[src/design/lfp_pkg.sv]
// shared types and constants for the lidar frame parser
package lfp_pkg;

    localparam logic [7:0] SYNC_BYTE = 8'h59;

    typedef enum logic [3:0] {
        PH_HUNT  = 4'd0,
        PH_SYNC2 = 4'd1,
        PH_DL    = 4'd2,
        PH_DH    = 4'd3,
        PH_AL    = 4'd4,
        PH_AH    = 4'd5,
        PH_TL    = 4'd6,
        PH_TH    = 4'd7,
        PH_CHECK = 4'd8
    } phase_t;

    typedef struct packed {
        phase_t      phase;
        logic [7:0]  sum;
        logic [15:0] distance;
        logic [15:0] amplitude;
        logic [15:0] temperature;
    } parse_state_t;

    typedef struct packed {
        logic [15:0] distance_cm;
        logic [15:0] amplitude;
        logic [15:0] temperature_raw;
        logic        checksum_ok;
    } frame_t;

    localparam parse_state_t PARSE_STATE_RESET = '{
        phase:       PH_HUNT,
        sum:         8'd0,
        distance:    16'd0,
        amplitude:   16'd0,
        temperature: 16'd0
    };

endpackage

[src/design/lfp_channels.sv]
// valid/ready channels for received bytes and parsed frames
interface lfp_byte_if;
    logic       valid;
    logic       ready;
    logic [7:0] rx_byte;

    modport source (output valid, output rx_byte, input ready);
    modport sink   (input valid, input rx_byte, output ready);
endinterface

interface lfp_frame_if;
    logic        valid;
    logic        ready;
    logic [15:0] distance_cm;
    logic [15:0] amplitude;
    logic [15:0] temperature_raw;
    logic        checksum_ok;

    modport source (output valid, output distance_cm, output amplitude,
                    output temperature_raw, output checksum_ok, input ready);
    modport sink   (input valid, input distance_cm, input amplitude,
                    input temperature_raw, input checksum_ok, output ready);
endinterface

[src/design/lfp_parse_core.sv]
// one parser step: next state and optional frame for a received byte
module lfp_parse_core (
    input  lfp_pkg::parse_state_t cur,
    input  logic [7:0]            rx_byte,
    output lfp_pkg::parse_state_t nxt,
    output logic                  emit,
    output lfp_pkg::frame_t       frame
);
    import lfp_pkg::*;

    logic       is_sync;
    logic [7:0] sum_add;

    assign is_sync = (rx_byte == SYNC_BYTE);
    assign sum_add = cur.sum + rx_byte;

    assign frame.distance_cm     = cur.distance;
    assign frame.amplitude       = cur.amplitude;
    assign frame.temperature_raw = cur.temperature;
    assign frame.checksum_ok     = (cur.sum == rx_byte);

    always_comb
    begin
        nxt  = cur;
        emit = 1'b0;
        case (cur.phase)
            PH_SYNC2:
            begin
                if (is_sync)
                begin
                    nxt.sum   = sum_add;
                    nxt.phase = PH_DL;
                end
                else
                begin
                    nxt.phase = PH_HUNT;
                end
            end
            PH_CHECK:
            begin
                nxt.phase = PH_HUNT;
                emit      = 1'b1;
            end
            PH_DL, PH_DH, PH_AL, PH_AH, PH_TL, PH_TH:
            begin
                // a header byte inside the payload aborts the frame
                if (is_sync)
                begin
                    nxt.phase = PH_HUNT;
                end
                else
                begin
                    nxt.sum = sum_add;
                    case (cur.phase)
                        PH_DL:
                        begin
                            nxt.distance[7:0] = rx_byte;
                            nxt.phase         = PH_DH;
                        end
                        PH_DH:
                        begin
                            nxt.distance[15:8] = rx_byte;
                            nxt.phase          = PH_AL;
                        end
                        PH_AL:
                        begin
                            nxt.amplitude[7:0] = rx_byte;
                            nxt.phase          = PH_AH;
                        end
                        PH_AH:
                        begin
                            nxt.amplitude[15:8] = rx_byte;
                            nxt.phase           = PH_TL;
                        end
                        PH_TL:
                        begin
                            nxt.temperature[7:0] = rx_byte;
                            nxt.phase            = PH_TH;
                        end
                        default:
                        begin
                            nxt.temperature[15:8] = rx_byte;
                            nxt.phase             = PH_CHECK;
                        end
                    endcase
                end
            end
            default:
            begin
                // hunting, and any unused phase code
                if (is_sync)
                begin
                    nxt.sum   = rx_byte;
                    nxt.phase = PH_SYNC2;
                end
                else
                begin
                    nxt.phase = PH_HUNT;
                end
            end
        endcase
    end

endmodule

[src/design/lidar_frame_parser.sv]
// lidar frame parser top level: byte register, parse step, frame register
// output: the checksum byte is held in the byte register, and its frame then in the output register
// throughput: one byte word per cycle; the output register and the byte
// register decouple the sides, so a waiting frame stalls only the next frame
// reset: asynchronous, active low; parser hunts for the first header byte
module lidar_frame_parser (
    input  logic      clk,
    input  logic      rst_n,
    lfp_byte_if.sink  rx,
    lfp_frame_if.source frame
);
    import lfp_pkg::*;

    logic         byte_valid_reg;
    logic [7:0]   byte_reg;
    parse_state_t state_reg;
    parse_state_t state_next;
    logic         out_valid_reg;
    frame_t       out_reg;
    logic         emit;
    frame_t       step_frame;
    logic         out_free;
    logic         step_go;

    lfp_parse_core u_core (
        .cur     (state_reg),
        .rx_byte (byte_reg),
        .nxt     (state_next),
        .emit    (emit),
        .frame   (step_frame)
    );

    assign out_free = !out_valid_reg || frame.ready;
    // the held word moves on unless it makes a frame with nowhere to go
    assign step_go  = byte_valid_reg && (!emit || out_free);
    assign rx.ready = !byte_valid_reg || step_go;

    always_ff @(posedge clk or negedge rst_n)
    begin
        if (!rst_n)
        begin
            byte_valid_reg <= 1'b0;
            state_reg      <= PARSE_STATE_RESET;
            out_valid_reg  <= 1'b0;
        end
        else
        begin
            if (rx.ready)
            begin
                byte_valid_reg <= rx.valid;
            end
            if (step_go)
            begin
                state_reg <= state_next;
            end
            if (step_go && emit)
            begin
                out_valid_reg <= 1'b1;
            end
            else if (frame.ready)
            begin
                out_valid_reg <= 1'b0;
            end
        end
    end

    always_ff @(posedge clk)
    begin
        if (rx.ready && rx.valid)
        begin
            byte_reg <= rx.rx_byte;
        end
        if (step_go && emit)
        begin
            out_reg <= step_frame;
        end
    end

    assign frame.valid           = out_valid_reg;
    assign frame.distance_cm     = out_reg.distance_cm;
    assign frame.amplitude       = out_reg.amplitude;
    assign frame.temperature_raw = out_reg.temperature_raw;
    assign frame.checksum_ok     = out_reg.checksum_ok;

endmodule
[src/flat_wrapper.sv]
// flat-port wrapper written by rule: the top's interface ports become plain ports
module lidar_frame_parser_flat import lfp_pkg::*;
  (clk, rst_n, rx_valid, rx_rx_byte, rx_ready, frame_valid, frame_distance_cm, frame_amplitude, frame_temperature_raw, frame_checksum_ok, frame_ready);
  lfp_byte_if rx_i ();
  lfp_frame_if frame_i ();
  input  logic clk;
  input  logic rst_n;
  input wire logic [$bits(rx_i.valid)-1:0] rx_valid;
  input wire logic [$bits(rx_i.rx_byte)-1:0] rx_rx_byte;
  output wire logic [$bits(rx_i.ready)-1:0] rx_ready;
  output wire logic [$bits(frame_i.valid)-1:0] frame_valid;
  output wire logic [$bits(frame_i.distance_cm)-1:0] frame_distance_cm;
  output wire logic [$bits(frame_i.amplitude)-1:0] frame_amplitude;
  output wire logic [$bits(frame_i.temperature_raw)-1:0] frame_temperature_raw;
  output wire logic [$bits(frame_i.checksum_ok)-1:0] frame_checksum_ok;
  input wire logic [$bits(frame_i.ready)-1:0] frame_ready;
  assign rx_i.valid = rx_valid;
  assign rx_i.rx_byte = rx_rx_byte;
  assign rx_ready = rx_i.ready;
  assign frame_valid = frame_i.valid;
  assign frame_distance_cm = frame_i.distance_cm;
  assign frame_amplitude = frame_i.amplitude;
  assign frame_temperature_raw = frame_i.temperature_raw;
  assign frame_checksum_ok = frame_i.checksum_ok;
  assign frame_i.ready = frame_ready;
  lidar_frame_parser u_core (.clk(clk), .rst_n(rst_n), .rx(rx_i), .frame(frame_i));
endmodule
[config.mk]
export PLATFORM = sky130hd
export DESIGN_NAME = lidar_frame_parser_flat
export DESIGN_NICKNAME = d
export VERILOG_FILES = /design/src/design/lfp_pkg.sv /design/src/design/lfp_channels.sv /design/src/design/lfp_parse_core.sv /design/src/design/lidar_frame_parser.sv /design/src/flat_wrapper.sv
export SDC_FILE = /design/constraint.sdc
export NUM_CORES = 1
export LEC_CHECK = 0
export BUFFER_PORTS_ARGS = -buffer_cell sky130_fd_sc_hd__buf_2
export CORE_ASPECT_RATIO = 0.8
export CORE_MARGIN = 5
export CORE_UTILIZATION = 30
export DETAILED_ROUTE_END_ITERATION = 8
export PLACE_DENSITY = 0.49
export SYNTH_ARGS = -nofsm -noshare
export SYNTH_HDL_FRONTEND = slang
export SYNTH_SLANG_ARGS = --single-unit
[constraint.sdc]
create_clock -name clk -period 8.1 [get_ports clk]
set_input_delay 0.405 -clock clk [delete_from_list [all_inputs] [get_ports clk]]
set_output_delay 0.405 -clock clk [all_outputs]
set_load 0.02 [all_outputs]
### After elaboration in Yosys (flattened, before gate mapping)

Index checks and enable logic that the tools add are counted.

| word-level totals | value |
|---|---|
| output and inout bits | 51 |
| flip-flop bits (word level) | 119 |
| word-level logic and storage cells | 69 |
| input bits | 12 |

| cells by class | value |
|---|---|
| bitwise operators | 3 |
| reductions and logical operators | 20 |
| equality and inequality tests | 12 |
| mux-type cells | 18 |
| add/subtract/negate cells | 1 |

Operator list:

| operator | number |
|---|---|
| 2-to-1 mux 8 bit | 8 |
| 2-to-1 mux 56 bit | 1 |
| case mux 8 bit (3 select lines) | 1 |
| AND reduction 4 bit | 6 |
| case mux 4 bit (5 select lines) | 1 |
| == test 4 x 3 -> 1 bit (second input constant) | 4 |
| case mux 4 bit (3 select lines) | 1 |
| adder 8 bit | 1 |
| == test 4 x 2 -> 1 bit (second input constant) | 2 |
| == test 8 x 7 -> 1 bit (second input constant) | 1 |
| == test 8 bit | 1 |
| OR reduction 6 bit | 1 |
| AND reduction 5 bit | 1 |
| OR reduction 5 bit | 1 |
| == test 4 x 1 -> 1 bit (second input constant) | 1 |
| == test 4 bit (second input constant) | 1 |
| 2-to-1 mux 1 bit | 4 |
| 2-to-1 mux 4 bit | 1 |
| inequality test 2 bit (second input constant) | 2 |
| nonzero test 2 bit | 2 |
| logical AND 1 bit | 3 |
| logical NOT 1 bit | 3 |
| logical OR 1 bit | 3 |
| NOT 1 bit | 3 |
| 2-to-1 mux 2 bit | 1 |

### Depth between registers and ports, before layout

| depth | value |
|---|---|
| depth in word-level cells | 7 |
| mapped depth | 7 |

### Modules after synthesis

From an unflattened synthesis, not the netlist that was laid out.

| unflattened totals | value |
|---|---|
| cell total of the unflattened synthesis | 594 |
| area total of the unflattened synthesis | 7084.3 um2 |

By module, submodules not included:

| module | area each (um2) | seq. area each (um2) | times used | cells an instance |
|---|---|---|---|---|
| lidar_frame_parser | 5505.3 | 3263.1 | 1 | 408 |
| lfp_parse_core | 1579.0 | 0.0 | 1 | 186 |

### Worst setup path after synthesis

No wires, ideal clock.

| timing path | value |
|---|---|
| path kind | register -> register |
| start | reg u_core.state_reg[56] (netlist name) |
| end | reg u_core.out_reg (netlist bit u_core.frame.amplitude[0]) (enable) |
| setup slack | 4513 ps |
| path buffers | 1 |
| library setup time | 456 ps |
| clock period less this slack | 3587 ps |
| data arrival time | 3131 ps |
| cell stages (with the launch flop) | 5 |
| path through | dfrtp_1 clkbuf_1 nor3_1 nand2_1 nor2_1 |

| between the ends | value |
|---|---|
| cells in the longest elaborated chain, start to end | 6 |

Ends and longest elaborated chain:

| what | RTL line | source |
|---|---|---|
| from (decl) | lidar_frame_parser.sv:16 | `parse_state_t state_reg;` |
| from (signal assigned) | lidar_frame_parser.sv:54 | `state_reg <= state_next;` |
| == test 4 bit (*) | lfp_parse_core.sv:26 | `case (cur.phase)` |
| 2-to-1 mux 1 bit (*) | lfp_parse_core.sv:26 |  |
| logical NOT 1 bit | lidar_frame_parser.sv:35 | `assign step_go = byte_valid_reg && (!emit \|\| out_free);` |
| logical OR 1 bit | lidar_frame_parser.sv:35 |  |
| logical AND 1 bit | lidar_frame_parser.sv:35 |  |
| logical AND 1 bit (*) | lidar_frame_parser.sv:73 | `if (step_go && emit)` |
| to (signal assigned) | lidar_frame_parser.sv:75 | `out_reg <= step_frame;` |
| to (decl) | lidar_frame_parser.sv:19 | `frame_t out_reg;` |

Mark *: on every way between the ends. The rest lies on a longest branch, timed or not.
A chain may end at the register's enable or synchronous reset.

### Worst setup path in the final report

| timing path | value |
|---|---|
| start | reg u_core.state_reg[56] (netlist name) |
| end | out rx_ready |

| between the ends | value |
|---|---|
| cells in the longest elaborated chain, start to end | 6 |

Ends and longest elaborated chain:

| what | RTL line | source |
|---|---|---|
| == test 4 bit | lfp_parse_core.sv:26 |  |
| 2-to-1 mux 1 bit | lfp_parse_core.sv:26 |  |
| logical NOT 1 bit | lidar_frame_parser.sv:35 |  |
| logical OR 1 bit | lidar_frame_parser.sv:35 |  |
| logical AND 1 bit | lidar_frame_parser.sv:35 |  |
| logical OR 1 bit | lidar_frame_parser.sv:36 | `assign rx.ready = !byte_valid_reg \|\| step_go;` |
| to (decl) | flat_wrapper.sv:10 | `output wire logic [$bits(rx_i.ready)-1:0] rx_ready;` |

No other way between the ends.

==> results.ini <==
[final_layout]
seq_area_um2=3260
areaGrowthSynthToFinish_pct=23.8
multi_input_area_um2=1380
antenna_cells=0
stdcell_count=586
fillers=1462
drive_above_1_share_pct=41.2
largest_reg_flops=60
final_cell_mix=buf_2 (62), dfrtp_1 (62), edfxtp_1 (57)
num-nets-final=383

[cts]
cts.sinks=119
clk_latency_ps=400
htreeDepth=4
cts_hold_buf=0
cts-root-buf=clkbuf_16
cts_resized=0
cts_buffer_depth=2
clk_pin_slew_worst_paths_ps=50
cts_tree=yes
post_cts_buffers=0
cts_buffers=17

[global_route]
track_usage_pct=11.7
antenna_found_initial=0
grt_pass1_wl_um=16000
grt_overflow_total=0
grt_max_degree=63
grt_pass1_vias=2731

[floorplanning]
coreArea_um2=15200
io_pins=63
rows=40
initial_utilization_pct=30.9
fp.dieH_um=122
die_w_um=150
die-area_um2=18200

[pwr]
total_power_mw=2.07
comb_power_share_pct=20.3
power_frac_clock_pct=33.8
switching_share_pct=28.8
internal_power_mw=1.47
max-vdd-ir-drop_mv=0.122
switchingPower_mw=0.597
seq_power_share_pct=45.9
power_density_nw_per_um2=357
p_leak_nw=2.29

[worst_setup_path]
arrival_ps=2310
critPathBufInv=1
cp_top_family=simple AND/OR/NAND/NOR gates
cp_max_fo=8
criticalPathCategory=register to primary output
crit_chain=nor3_1, nand2_1, or3_1, buf_2
worst_path_max_delay_cell=nor3_1
critical-path-max-stage-delay_ps=530
required_ps=7700
crit_path_end_kind=primary output
crit_path_start_kind=register

[timing]
max_freq_mhz=369
fin_crit_ps=2710
slew_headroom_pct=23.0
fin_crit_sh_pct=33.5
finalSetupViolCount=0
finalMaxSlewViolations=0
rsz0062_at_grt=false
worst_pin_slew_ps=1150
setup_tns_ps=0
clock_skew_ps=7.48
hold_viol_final=0

[synthesis]
syn-num-nets=307
syn_area_um2=4680
yosys_warnings=0
synth_cells=287
ys_async_sr_fraction_pct=52.1
ys_types=48
avgSynthCellArea_um2=16.3
synth-main-ff-cell=dfrtp_1
yosysSeqAreaShare_pct=69.7
synth-edff-count=57
synth_seq_cells=119

[routing]
via_count=2624
ant_nets=0
met1Wirelength_um=5150
routed_wl_um=10100
drc=0
wire_per_inst_um=17.2
drtIter0Drc=129
routed.top_layer=met4
first_pass_iters=5
wl_met3_um=601
vias_per_cell=4.48
wl_met2_um=4270

[place]
place_congestion=0.751
io_buffer_count=62
dpl.hpwl_um=6600
dpl.cell_count=554

[worst_hold_path]
hold_class=input pin to register

[run_status]
run_status=completed

[flow_run]
timing.max_cap.violations=0

## cell usage after synthesis, drive strengths merged, types with 5 or more instances
master  number  area [um2]
a21oi        5        25.0
dfrtp       62        1550
edfxtp      57        1710
ha           7        87.6
mux2        48         541
nand2       18        67.6
nand2b       6        37.5
nor2         9        56.3
nor3         6        52.6
o21ai       10        50.0
## power groups by stage
stage	combinational (mW)	sequential, mW	clock (mW)
4_1_cts	0.426	0.953	0.713
2_1_floorplan	0.369	0.899	0
5_1_grt	0.468	0.972	0.743
3_5_place_dp	0.424	0.963	0
6_report	0.421	0.950	0.700
3_3_place_gp	0.413	0.962	0
## cells by family (layout without fill, tap and decap cells)
kind of cell / after synthesis / count (layout) / share of synthesized area [%]
buf+inv: 9 / 98 / 0.936
flops: 119 / 119 / 69.7
xor+xnor: 5 / 5 / 0.936
compound gates: 39 / 39 / 5.75
fa+ha+maj: 8 / 8 / 2.30
simple gates: 58 / 58 / 8.61
mux: 49 / 49 / 11.8
## metal layers
metal / up-vias / global-route usage, %
met5: - / 0
met4: 0 / 3.77
met3: 2 / 4.05
met2: 74 / 16.0
met1: 1298 / 17.3
li1: 1250 / -
## cell type report
cell class / count / area share (%)
sequential: 119 / 56.3
multi-input combinational: 159 / 23.8
clock buffer: 18 / 7.41
timing repair buffer: 64 / 5.61
tap: 210 / 4.53
clock inverter: 14 / 2.18
inverter: 2 / 0.130
## metrics by stage
stage          utilization (%)  area [um2]  hold WS, ps  worst slack, ps
2_1_floorplan                -        4680          109             4510
3_3_place_gp              34.6        5240          433             5410
3_5_place_dp              34.6        5240          436             5440
4_1_cts                   38.2        5800          160             5360
5_1_grt                   38.2        5800          154             5160
6_report                  38.2        5800          176             5390
## final timing paths
kind	from	end	slack, ps	cells past startpoint
max	u_core.state_reg[56]	rx_ready	5390	4
min	rx_rx_byte[0]	u_core.byte_reg[0]	180	1
max reg2reg	u_core.state_reg[56]	u_core.frame.distance_cm[5]	5470	5
min reg2reg	u_core.state_reg[45]	u_core.frame.distance_cm[13]	450	0
max in group asynchronous	rst_n	u_core.state_reg[51]	7370	2
min in group asynchronous	rst_n	u_core.state_reg[11]	190	2
(Power assumes the default switching activity.)
